### src/hw/rtl/assert_macros.svh
// Assertion macros shared by the decoder RTL.
// Expects a clock named aclk and an active-low reset named aresetn in scope.
`ifndef ASSERT_MACROS_SVH
`define ASSERT_MACROS_SVH

// Check that a condition holds on every clock edge outside reset.
`define KBD_ASSERT_ALWAYS(name, cond) \
    name: assert property (@(posedge aclk) disable iff (!aresetn) (cond)) \
        else $error("%m: invariant violated");

// Check that a trigger implies a condition in the next cycle.
`define KBD_ASSERT_NEXT(name, trig, cond) \
    name: assert property (@(posedge aclk) disable iff (!aresetn) (trig) |=> (cond)) \
        else $error("%m: follow-up check violated");

`endif

### src/hw/rtl/kbd_dec_pkg.sv
// Shared types, constants and scan code tables for the keyboard decoder.
// No dependencies; used by every RTL module of the block.
package kbd_dec_pkg;

    // Queue geometry: holds QUEUE_SLOTS-1 characters.
    localparam int QUEUE_SLOTS = 256;
    localparam int SLOT_W      = $clog2(QUEUE_SLOTS);
    localparam int FILL_OUT_W  = 8;

    // Scan codes with special meaning.
    localparam logic [7:0] SC_LSHIFT_MAKE  = 8'h2A;
    localparam logic [7:0] SC_RSHIFT_MAKE  = 8'h36;
    localparam logic [7:0] SC_LSHIFT_BREAK = 8'hAA;
    localparam logic [7:0] SC_RSHIFT_BREAK = 8'hB6;
    localparam logic [7:0] SC_LCTRL_MAKE   = 8'h1D;
    localparam logic [7:0] SC_LCTRL_BREAK  = 8'h9D;
    localparam int         SC_BREAK_BIT    = 7;

    localparam logic [7:0] CHAR_UNDEF     = 8'hFF;
    localparam logic [7:0] CHAR_CTRL_BITS = 8'h1F;

    typedef enum logic {
        OP_SCAN = 1'b0,
        OP_POP  = 1'b1
    } kbd_op_t;

    typedef struct packed {
        kbd_op_t    opcode;
        logic [7:0] scan_byte;
    } kbd_in_t;

    typedef struct packed {
        logic       key_valid;
        logic [7:0] key_char;
        logic       key_dropped;
        logic       pop_valid;
        logic [7:0] pop_char;
        logic [7:0] queue_count;
    } kbd_out_t;

    // Translated key from the decoder.
    typedef struct packed {
        logic       hit;
        logic [7:0] ch;
    } kbd_key_t;

    // Requests into the character queue.
    typedef struct packed {
        logic       push;
        logic [7:0] push_char;
        logic       pop;
    } kbd_q_req_t;

    // Queue status before the current request, plus fill after it.
    typedef struct packed {
        logic                  full;
        logic                  empty;
        logic [FILL_OUT_W-1:0] fill_next;
    } kbd_q_stat_t;

    // Unshifted Set 1 make-code table.
    function automatic logic [7:0] plain_map(input logic [6:0] code);
        logic [7:0] ch;
        unique case (code)
            7'd1:  ch = 8'h1B;
            7'd2:  ch = 8'h31;
            7'd3:  ch = 8'h32;
            7'd4:  ch = 8'h33;
            7'd5:  ch = 8'h34;
            7'd6:  ch = 8'h35;
            7'd7:  ch = 8'h36;
            7'd8:  ch = 8'h37;
            7'd9:  ch = 8'h38;
            7'd10: ch = 8'h39;
            7'd11: ch = 8'h30;
            7'd12: ch = 8'h2D;
            7'd13: ch = 8'h3D;
            7'd14: ch = 8'h08;
            7'd15: ch = 8'h09;
            7'd16: ch = 8'h71;
            7'd17: ch = 8'h77;
            7'd18: ch = 8'h65;
            7'd19: ch = 8'h72;
            7'd20: ch = 8'h74;
            7'd21: ch = 8'h79;
            7'd22: ch = 8'h75;
            7'd23: ch = 8'h69;
            7'd24: ch = 8'h6F;
            7'd25: ch = 8'h70;
            7'd26: ch = 8'h5B;
            7'd27: ch = 8'h5D;
            7'd28: ch = 8'h0A;
            7'd30: ch = 8'h61;
            7'd31: ch = 8'h73;
            7'd32: ch = 8'h64;
            7'd33: ch = 8'h66;
            7'd34: ch = 8'h67;
            7'd35: ch = 8'h68;
            7'd36: ch = 8'h6A;
            7'd37: ch = 8'h6B;
            7'd38: ch = 8'h6C;
            7'd39: ch = 8'h3B;
            7'd40: ch = 8'h27;
            7'd41: ch = 8'h60;
            7'd43: ch = 8'h5C;
            7'd44: ch = 8'h7A;
            7'd45: ch = 8'h78;
            7'd46: ch = 8'h63;
            7'd47: ch = 8'h76;
            7'd48: ch = 8'h62;
            7'd49: ch = 8'h6E;
            7'd50: ch = 8'h6D;
            7'd51: ch = 8'h2C;
            7'd52: ch = 8'h2E;
            7'd53: ch = 8'h2F;
            7'd55: ch = 8'h2A;
            7'd57: ch = 8'h20;
            7'd71: ch = 8'h37;
            7'd72: ch = 8'h38;
            7'd73: ch = 8'h39;
            7'd74: ch = 8'h2D;
            7'd75: ch = 8'h34;
            7'd76: ch = 8'h35;
            7'd77: ch = 8'h36;
            7'd78: ch = 8'h2B;
            7'd79: ch = 8'h31;
            7'd80: ch = 8'h32;
            7'd81: ch = 8'h33;
            7'd82: ch = 8'h30;
            7'd83: ch = 8'h2E;
            default: ch = CHAR_UNDEF;
        endcase
        return ch;
    endfunction

    // Shifted Set 1 make-code table.
    function automatic logic [7:0] upper_map(input logic [6:0] code);
        logic [7:0] ch;
        unique case (code)
            7'd1:  ch = 8'h1B;
            7'd2:  ch = 8'h21;
            7'd3:  ch = 8'h40;
            7'd4:  ch = 8'h23;
            7'd5:  ch = 8'h24;
            7'd6:  ch = 8'h25;
            7'd7:  ch = 8'h5E;
            7'd8:  ch = 8'h26;
            7'd9:  ch = 8'h2A;
            7'd10: ch = 8'h28;
            7'd11: ch = 8'h29;
            7'd12: ch = 8'h5F;
            7'd13: ch = 8'h2B;
            7'd14: ch = 8'h08;
            7'd15: ch = 8'h09;
            7'd16: ch = 8'h51;
            7'd17: ch = 8'h57;
            7'd18: ch = 8'h45;
            7'd19: ch = 8'h52;
            7'd20: ch = 8'h54;
            7'd21: ch = 8'h59;
            7'd22: ch = 8'h55;
            7'd23: ch = 8'h49;
            7'd24: ch = 8'h4F;
            7'd25: ch = 8'h50;
            7'd26: ch = 8'h7B;
            7'd27: ch = 8'h7D;
            7'd28: ch = 8'h0A;
            7'd30: ch = 8'h41;
            7'd31: ch = 8'h53;
            7'd32: ch = 8'h44;
            7'd33: ch = 8'h46;
            7'd34: ch = 8'h47;
            7'd35: ch = 8'h48;
            7'd36: ch = 8'h4A;
            7'd37: ch = 8'h4B;
            7'd38: ch = 8'h4C;
            7'd39: ch = 8'h3A;
            7'd40: ch = 8'h22;
            7'd41: ch = 8'h7E;
            7'd43: ch = 8'h7C;
            7'd44: ch = 8'h5A;
            7'd45: ch = 8'h58;
            7'd46: ch = 8'h43;
            7'd47: ch = 8'h56;
            7'd48: ch = 8'h42;
            7'd49: ch = 8'h4E;
            7'd50: ch = 8'h4D;
            7'd51: ch = 8'h3C;
            7'd52: ch = 8'h3E;
            7'd53: ch = 8'h3F;
            7'd55: ch = 8'h2A;
            7'd57: ch = 8'h20;
            7'd71: ch = 8'h37;
            7'd72: ch = 8'h38;
            7'd73: ch = 8'h39;
            7'd74: ch = 8'h2D;
            7'd75: ch = 8'h34;
            7'd76: ch = 8'h35;
            7'd77: ch = 8'h36;
            7'd78: ch = 8'h2B;
            7'd79: ch = 8'h31;
            7'd80: ch = 8'h32;
            7'd81: ch = 8'h33;
            7'd82: ch = 8'h30;
            7'd83: ch = 8'h2E;
            default: ch = CHAR_UNDEF;
        endcase
        return ch;
    endfunction

endpackage

### src/hw/rtl/kbd_dec_xlate.sv
// Modifier tracking and scan code translation.
// Depends on kbd_dec_pkg for scan code constants and lookup tables.
module kbd_dec_xlate (
    input  logic                  aclk,
    input  logic                  aresetn,
    input  logic                  en,
    input  logic [7:0]            scan_byte,
    output kbd_dec_pkg::kbd_key_t key
);

    logic       shift_reg;
    logic       shift_next;
    logic       ctrl_reg;
    logic       ctrl_next;
    logic       is_mod;
    logic [7:0] raw_ch;

    always_comb begin
        shift_next = shift_reg;
        ctrl_next  = ctrl_reg;
        is_mod     = 1'b1;
        priority if (scan_byte == kbd_dec_pkg::SC_LSHIFT_MAKE ||
                     scan_byte == kbd_dec_pkg::SC_RSHIFT_MAKE) begin
            shift_next = 1'b1;
        end else if (scan_byte == kbd_dec_pkg::SC_LSHIFT_BREAK ||
                     scan_byte == kbd_dec_pkg::SC_RSHIFT_BREAK) begin
            shift_next = 1'b0;
        end else if (scan_byte == kbd_dec_pkg::SC_LCTRL_MAKE) begin
            ctrl_next = 1'b1;
        end else if (scan_byte == kbd_dec_pkg::SC_LCTRL_BREAK) begin
            ctrl_next = 1'b0;
        end else begin
            is_mod = 1'b0;
        end
    end

    assign raw_ch = shift_reg ? kbd_dec_pkg::upper_map(scan_byte[6:0])
                              : kbd_dec_pkg::plain_map(scan_byte[6:0]);

    // Drop modifiers, other releases and undefined codes.
    assign key.hit = !is_mod && !scan_byte[kbd_dec_pkg::SC_BREAK_BIT] &&
                     (raw_ch != kbd_dec_pkg::CHAR_UNDEF);
    assign key.ch  = ctrl_reg ? (raw_ch & kbd_dec_pkg::CHAR_CTRL_BITS) : raw_ch;

    always_ff @(posedge aclk) begin
        if (!aresetn) begin
            shift_reg <= 1'b0;
            ctrl_reg  <= 1'b0;
        end else if (en) begin
            shift_reg <= shift_next;
            ctrl_reg  <= ctrl_next;
        end
    end

endmodule

### src/hw/rtl/kbd_dec_queue.sv
// Character ring queue: storage array, slot pointers and fill count.
// Depends on kbd_dec_pkg for geometry and request/status structs.
module kbd_dec_queue (
    input  logic                     aclk,
    input  logic                     aresetn,
    input  kbd_dec_pkg::kbd_q_req_t  req,
    output kbd_dec_pkg::kbd_q_stat_t stat,
    output logic [7:0]               rd_data
);

    localparam int SLOT_W = kbd_dec_pkg::SLOT_W;
    localparam int FILL_W = (SLOT_W > kbd_dec_pkg::FILL_OUT_W) ?
                            SLOT_W : kbd_dec_pkg::FILL_OUT_W;
    localparam logic [SLOT_W-1:0] LAST_SLOT = SLOT_W'(kbd_dec_pkg::QUEUE_SLOTS - 1);

    logic [7:0]        mem [kbd_dec_pkg::QUEUE_SLOTS];
    logic [7:0]        rd_data_reg;
    logic [SLOT_W-1:0] wr_reg;
    logic [SLOT_W-1:0] wr_next;
    logic [SLOT_W-1:0] rd_reg;
    logic [SLOT_W-1:0] rd_next;
    logic [SLOT_W-1:0] count_reg;
    logic [SLOT_W-1:0] count_next;
    logic [FILL_W-1:0] fill_wide;
    logic              full;
    logic              empty;
    logic              push_ok;
    logic              pop_ok;

    assign full    = (count_reg == LAST_SLOT);
    assign empty   = (count_reg == '0);
    assign push_ok = req.push && !full;
    assign pop_ok  = req.pop && !empty;

    always_comb begin
        wr_next    = wr_reg;
        rd_next    = rd_reg;
        count_next = count_reg;
        if (push_ok) begin
            wr_next    = (wr_reg == LAST_SLOT) ? '0 : wr_reg + 1'b1;
            count_next = count_reg + 1'b1;
        end
        if (pop_ok) begin
            rd_next    = (rd_reg == LAST_SLOT) ? '0 : rd_reg + 1'b1;
            count_next = count_reg - 1'b1;
        end
    end

    always_ff @(posedge aclk) begin
        if (!aresetn) begin
            wr_reg    <= '0;
            rd_reg    <= '0;
            count_reg <= '0;
        end else begin
            wr_reg    <= wr_next;
            rd_reg    <= rd_next;
            count_reg <= count_next;
        end
    end

    always_ff @(posedge aclk) begin
        if (push_ok) begin
            mem[wr_reg] <= req.push_char;
        end
    end

    always_ff @(posedge aclk) begin
        if (pop_ok) begin
            rd_data_reg <= mem[rd_reg];
        end
    end

    assign fill_wide      = FILL_W'(count_next);
    assign stat.full      = full;
    assign stat.empty     = empty;
    assign stat.fill_next = fill_wide[kbd_dec_pkg::FILL_OUT_W-1:0];
    assign rd_data        = rd_data_reg;

endmodule

### src/hw/rtl/keyboard_scancode_decoder_fifo.sv
// Set 1 keyboard scan code decoder with a character queue.
// Depends on kbd_dec_pkg, kbd_dec_xlate, kbd_dec_queue and assert_macros.svh.
//
// Each item is either a raw scan code byte or a pop request, and gives exactly one result.
// A byte updates shift (either shift key) and left control, or is translated through the
// unshifted or shifted table; a translated character is reported, masked to five bits
// while control is held, and pushed into a queue of QUEUE_SLOTS-1 characters (dropped and
// flagged when full). A pop returns the oldest character or reports empty. Every result
// carries the fill after the item. Throughput is one item per clock while results are taken.
// From input acceptance to result valid, the item sits in an input register,
// passes the table lookup and pointer update, and lands in the result register while the
// queue memory's single read port registers the popped character alongside it. A held
// result still lets an empty input register take one item; a further item waits until
// the held result is taken. The queue needs no clearing after reset; its entries are
// only read after being written.
module keyboard_scancode_decoder_fifo (
    input  logic                  aclk,
    input  logic                  aresetn,
    input  logic                  s_valid,
    output logic                  s_ready,
    input  kbd_dec_pkg::kbd_in_t  s_data,
    output logic                  m_valid,
    input  logic                  m_ready,
    output kbd_dec_pkg::kbd_out_t m_data
);

`include "assert_macros.svh"

    logic                     in_valid_reg;
    kbd_dec_pkg::kbd_in_t     in_item_reg;
    logic                     out_valid_reg;
    kbd_dec_pkg::kbd_out_t    out_res_reg;
    kbd_dec_pkg::kbd_out_t    res_next;
    logic                     advance;
    logic                     is_scan;
    kbd_dec_pkg::kbd_key_t    key;
    kbd_dec_pkg::kbd_q_req_t  q_req;
    kbd_dec_pkg::kbd_q_stat_t q_stat;
    logic [7:0]               q_rd_data;

    // Advance the held item into the result register when that slot is free or draining.
    assign advance = in_valid_reg && (!out_valid_reg || m_ready);
    assign s_ready = !in_valid_reg || advance;
    assign is_scan = (in_item_reg.opcode == kbd_dec_pkg::OP_SCAN);

    // Input register.
    always_ff @(posedge aclk) begin
        if (!aresetn) begin
            in_valid_reg <= 1'b0;
        end else if (s_ready) begin
            in_valid_reg <= s_valid;
        end
    end

    always_ff @(posedge aclk) begin
        if (s_valid && s_ready) begin
            in_item_reg <= s_data;
        end
    end

    // Modifier state and table lookup; modifiers only move on an advancing scan item.
    kbd_dec_xlate u_xlate (
        .aclk      (aclk),
        .aresetn   (aresetn),
        .en        (advance && is_scan),
        .scan_byte (in_item_reg.scan_byte),
        .key       (key)
    );

    // Push translated characters, pop on pop items; the queue itself handles full/empty.
    always_comb begin
        q_req.push      = advance && is_scan && key.hit;
        q_req.push_char = key.ch;
        q_req.pop       = advance && !is_scan;
    end

    kbd_dec_queue u_queue (
        .aclk    (aclk),
        .aresetn (aresetn),
        .req     (q_req),
        .stat    (q_stat),
        .rd_data (q_rd_data)
    );

    // Build the result; the popped character arrives from the memory read register.
    always_comb begin
        res_next             = '0;
        res_next.queue_count = q_stat.fill_next;
        if (is_scan) begin
            if (key.hit) begin
                res_next.key_valid   = 1'b1;
                res_next.key_char    = key.ch;
                res_next.key_dropped = q_stat.full;
            end
        end else begin
            res_next.pop_valid = !q_stat.empty;
        end
    end

    // Result register: hold until taken, refill on advance.
    always_ff @(posedge aclk) begin
        if (!aresetn) begin
            out_valid_reg <= 1'b0;
        end else if (advance) begin
            out_valid_reg <= 1'b1;
        end else if (m_ready) begin
            out_valid_reg <= 1'b0;
        end
    end

    always_ff @(posedge aclk) begin
        if (advance) begin
            out_res_reg <= res_next;
        end
    end

    always_comb begin
        m_data = out_res_reg;
        if (out_res_reg.pop_valid) begin
            m_data.pop_char = q_rd_data;
        end
    end

    assign m_valid = out_valid_reg;

    // A result reports either a key or a pop, never both.
    `KBD_ASSERT_ALWAYS(a_key_pop_exclusive, !(m_valid && m_data.key_valid && m_data.pop_valid))
    // A dropped character is still a reported character.
    `KBD_ASSERT_ALWAYS(a_drop_has_key, !(m_valid && m_data.key_dropped && !m_data.key_valid))
    // The queue cannot be full and empty at once.
    `KBD_ASSERT_ALWAYS(a_queue_status, !(q_stat.full && q_stat.empty))
    // A pop on a non-empty queue shows up as a returned character in the next result.
    `KBD_ASSERT_NEXT(a_pop_reported, q_req.pop && !q_stat.empty, m_valid && m_data.pop_valid)

endmodule
### config.mk
export PLATFORM = sky130hd
export DESIGN_NAME = keyboard_scancode_decoder_fifo
export DESIGN_NICKNAME = d
export VERILOG_FILES = /design/src/hw/rtl/kbd_dec_pkg.sv /design/src/hw/rtl/kbd_dec_xlate.sv /design/src/hw/rtl/kbd_dec_queue.sv /design/src/hw/rtl/keyboard_scancode_decoder_fifo.sv
export VERILOG_INCLUDE_DIRS = /design/src /design/src/hw/rtl
export SDC_FILE = /design/constraint.sdc
export NUM_CORES = 2
export LEC_CHECK = 0
export BUFFER_PORTS_ARGS = -buffer_cell sky130_fd_sc_hd__buf_4
export CORE_MARGIN = 2
export CORE_UTILIZATION = 29
export CTS_CLUSTER_DIAMETER = 60
export DETAILED_ROUTE_END_ITERATION = 8
export PLACE_DENSITY = 0.41
export SKIP_LAST_GASP = 1
export SLEW_MARGIN = 20
export SYNTH_ARGS = -nofsm -noshare
export SYNTH_HDL_FRONTEND = slang
export SYNTH_SLANG_ARGS = --single-unit
### constraint.sdc
create_clock -name aclk -period 14.58 [get_ports aclk]
set_input_delay 0.729 -clock aclk [delete_from_list [all_inputs] [get_ports aclk]]
set_output_delay 0.729 -clock aclk [all_outputs]
set_load 0.1 [all_outputs]
Yosys cells after proc, flatten, opt, wreduce, memory -nomap -nowiden
Memory sizes are Yosys's and may differ from the RTL's. A register that Yosys moved wholly into a read port is not among the register bits. Index checks and enable logic that the tools add are counted.

Output and inout port bits: 29. RAM bits: 2048. Memories kept: 3. Latch bits: 0. Flip-flop bits (word level): 56. Bits in read-only memories: 2048.

Order comparisons: 0. Divide/modulo/power cells: 0. Mux-type cells: 22. Eq/ne operators: 10. Add/subtract/negate cells: 4. Multipliers: 0. Bitwise operators: 4. Shifts and indexed selects: 0. Reductions and logical operators: 26.

Memories: u_queue.mem (depth 256, bits a word 8, rd ports 1, clocked after memory_dff 1, write ports 1, line kbd_dec_queue.sv:16) `logic [7:0] mem [kbd_dec_pkg::QUEUE_SLOTS];`; (no name shown) (depth 128, bits a word 8, rd ports 1, clocked after memory_dff 1, write ports 0, line kbd_dec_pkg.sv:64) `unique case (code)`; (no name shown) (depth 128, bits a word 8, rd ports 1, clocked after memory_dff 1, write ports 0, line kbd_dec_pkg.sv:139) `unique case (code)`.

Operators with widths (number): two-way mux 8 bit (7); == test 8 bit, second input constant (6); adder 8 x 1 -> 8 bit, second input constant (3); == test 8 x 6 -> 1 bit, second input constant (2); two-way mux 7 bit (2); two-way mux 1 bit (12); two-way mux 10 bit (1); logical AND 1 bit (9); == test 8 x 5 -> 1 bit, second input constant (1); logical NOT 8 bit (1); inequality test 8 bit, second input constant (1); subtractor 8 x 1 -> 8 bit, second input constant (1); logical NOT 1 bit (6); nonzero test 2 bit (3); logical OR 1 bit (4); NOT 1 bit (4); AND reduction 4 bit (1); AND reduction 2 bit (1); OR reduction 2 bit (1).

Depth between registers and ports, before layout
Word-level depth: 12. Gate-level depth with buffers: 14. Gate-level depth less buffers: 12.

Modules after synthesis
From an unflattened synthesis, not the netlist that was laid out.

Cells, all modules: 4292. Area, all modules: 83968.0 um2.

Modules (own cells, without submodules): kbd_dec_queue (area each 81206.6 um2, cells an instance 3993, instances 1); kbd_dec_xlate (area each 1669.1 um2, cells an instance 239, instances 1); keyboard_scancode_decoder_fifo (area each 1092.3 um2, cells an instance 60, instances 1).

Worst setup path before layout
Ideal clock, no wire load.

Path kind: register -> register. Start point: register u_xlate.ctrl_reg. End point: memory u_queue.mem[0][7], data pin. Required time: 13.114 ns. Path slack: 6.478 ns. Path buffers: 0. Arrival time: 6.636 ns. Cell stages (with the launch flop): 2. Cell sequence: dfxtp_1 > nor2b_1.

RTL lines: start: declaration (line kbd_dec_xlate.sv:13) `logic ctrl_reg;`; start signal: assignment (line kbd_dec_xlate.sv:51) `ctrl_reg <= ctrl_next;`; end: declaration (line kbd_dec_queue.sv:16).

==> impl_metrics.json <==
{
  "dp_hpwl_um": 157000,
  "clk_pin_slew_ns": 0.06,
  "place_ws_ns": 8.60,
  "powerDensity_nw_per_um2": 137,
  "grt-ovfl-total": 0,
  "max_stage_delay_ns": 0.82,
  "start_util_pct": 29.1,
  "synth_edf_count": 2084,
  "finClkSkew_ns": 0.0748,
  "core_area_um2": 291000,
  "crit_slowest_cell": "a2111oi_0",
  "layout_common_cells": "2084 x edfxtp_1, 476 x mux4_2, 327 x nor2_1, 239 x clkbuf_16, 170 x mux2i_1",
  "power_mw": 13.2,
  "fin_cells": 8537,
  "syn_to_final_growth_pct": 14.3,
  "design_area_um2": 96700,
  "leakage_nw": 28.6,
  "drc": 0,
  "grt_pass1_vias": 44117,
  "synth_area_leaders": "edfxtp_1 74%, mux4_2 13%, mux2i_1 2.0%, nor2_1 1.5%, dfxtp_1 1.0%",
  "maxSlewViolCount": 0,
  "cts.sinks": 2127,
  "drv_cap": 0,
  "gp_congestion": 0.804,
  "synth_flop_cell": "edfxtp_1",
  "die_h_um": 544,
  "synth_warnings": 0,
  "worstSkewPairLatency_ns": 0.91,
  "crit_required_ns": 15.22,
  "status": "finished, final reports clean",
  "cp-end-kind": "flop",
  "timing.final.hold_violations": 0,
  "final_common_cell": "edfxtp_1",
  "fp.dieW_um": 544,
  "dr.pass1.iters": 5,
  "cp_common_cell": "buf_4",
  "fillers": 27451,
  "largest_register_ffs": 2048,
  "drive_gt1_share_pct": 22.8,
  "yosysUniqueCellTypes": 90,
  "arrival_ns": 6.53,
  "clock-root-buffer": "clkbuf_16",
  "hp-class": "in -> reg",
  "ant_nets": 0,
  "netlist.area_leader.share_pct": 74.0,
  "grt_max_degree": 185,
  "grt_antenna_before_repair": 15,
  "numCtsBuffers": 236,
  "htreeDepth": 4,
  "fin_nets": 4482,
  "syn-cell-area_um2": 84600,
  "slew_headroom_pct": 19.8,
  "routedWlPerCell_um": 30.7,
  "row_count": 198,
  "syn_area_per_cell_um2": 19.6,
  "start_kind": "flop",
  "viasPerCell": 5.04,
  "wl_met1_um": 118000,
  "grt_first_pass_wirelength_um": 365000,
  "hold_slack_ns": 0.0642,
  "clock_path_buffers": 4,
  "drt_iter0_drc": 4466,
  "ys_ff_latch": 2127,
  "top_layer": "met4",
  "cts_tree": "yes",
  "ys_async_sr_fraction_pct": 0,
  "yosysSeqAreaShare_pct": 75.0,
  "netlist_instances": 4316,
  "yosysTopAreaCell": "edfxtp_1",
  "fin_crit_ns": 5.90,
  "ir_drop_mv": 0.0897,
  "finish.utilization_pct": 33.3,
  "port_buffers": 41,
  "fin_ws_ns": 8.68,
  "rsz0062_at_grt": "no",
  "worstPathCellList": "buf_4 -> buf_4 -> buf_4 -> mux4_2 -> nand2_1 -> o21ai_0 -> a2111oi_0 -> buf_4 -> o21ai_0 -> a32o_1",
  "final.setup.tns_ns": 0,
  "synth_nets": 4347,
  "postCtsSetupBuffers": 0,
  "post-route-period-util_pct": 40.4,
  "track_usage_pct": 17.5,
  "wl_met3_um": 13000,
  "critPathKind": "reg -> reg",
  "vias": 43032,
  "finalWirelength_um": 262000,
  "die_area_um2": 296000,
  "path_max_fanout": 44,
  "num_io_pins": 42,
  "fmax_mhz": 170,
  "setup_viol": 0,
  "placed_cells_incl_taps": 8104,
  "timing_worst_slew_pin_value_ns": 1.19,
  "met2_length_um": 124000,
  "place_area_um2": 89400
}
cell families after synthesis:
kind of cell / count (synthesis) / share of synthesized area, %
and+or+nand+nor: 730 / 3.93
xor gates and xnor gates: 16 / 0.166
AOI/OAI and AO/OA: 458 / 3.73
DFF: 2127 / 75.0
adders and majority gates: 18 / 0.266
buffers and inverters: 291 / 1.80
muxes: 676 / 15.1
critical path, delay by kind of cell, from the launching register on:
kind / cells / cell delay, ns
buffers and inverters: 4 / 2.51
and+or+nand+nor: 1 / 0.10
AOI/OAI and AO/OA: 4 / 1.43
DFF: 1 / 0.81
muxes: 1 / 0.60
cells in the mapped netlist (25+ instances only):
| cell | n |
|---|---|
| a211oi_1 | 28 |
| a21oi_1 | 92 |
| a221oi_1 | 42 |
| a22oi_1 | 26 |
| buf_2 | 69 |
| buf_6 | 32 |
| clkbuf_1 | 115 |
| dfxtp_1 | 43 |
| edfxtp_1 | 2084 |
| inv_1 | 25 |
| mux2_2 | 27 |
| mux2i_1 | 170 |
| mux4_2 | 476 |
| nand2_1 | 170 |
| nand3_1 | 39 |
| nor2_1 | 337 |
| nor3_1 | 34 |
| o21ai_0 | 67 |
| o22ai_1 | 42 |
routing by layer:
metal	up-vias	GRT usage (%)
li1	18011	-
met5	-	0
met1	23430	24.9
met3	326	2.39
met4	0	4.48
met2	1265	28.1
power by group:
part | total (mW) | switching [mW] | internal (mW)
Sequential | 6.93 | 0.0144 | 6.92
Combinational | 0.686 | 0.517 | 0.169
Clock | 5.61 | 2.46 | 3.15
worst paths after layout:
path,startpoint,endpoint,slack (ns),depth (start not counted)
setup / recovery,u_queue.rd_reg[0],u_queue.rd_data[4],8.68,10
hold / removal,s_data[6],in_item_reg[6],0.06,1
setup reg to reg,u_queue.rd_reg[0],u_queue.rd_data[4],8.68,10
hold reg to reg,in_valid_reg,m_valid,0.50,1
area by class of cell:
cell class	instances	area [um2]	area share, %
diodes	3	7.51	0.00777
clock inverters	134	950	0.982
repair buffers	157	1320	1.36
flip-flops and latches	2127	63500	65.6
inverters	31	124	0.128
clock buffers	287	6160	6.37
well taps	3900	4880	5.05
multi-input cells	1898	19800	20.5
timing repair:
| item | 4_1_cts | 5_1_grt |
|---|---|---|
| gates resized for setup | 0 | 0 |
| hold buffers | 8 | 0 |
| hold endpoints to repair | 8 | 0 |
| endpoints found under the setup margin | 0 | 0 |
Note: power is estimated with default switching activity, not from simulation.
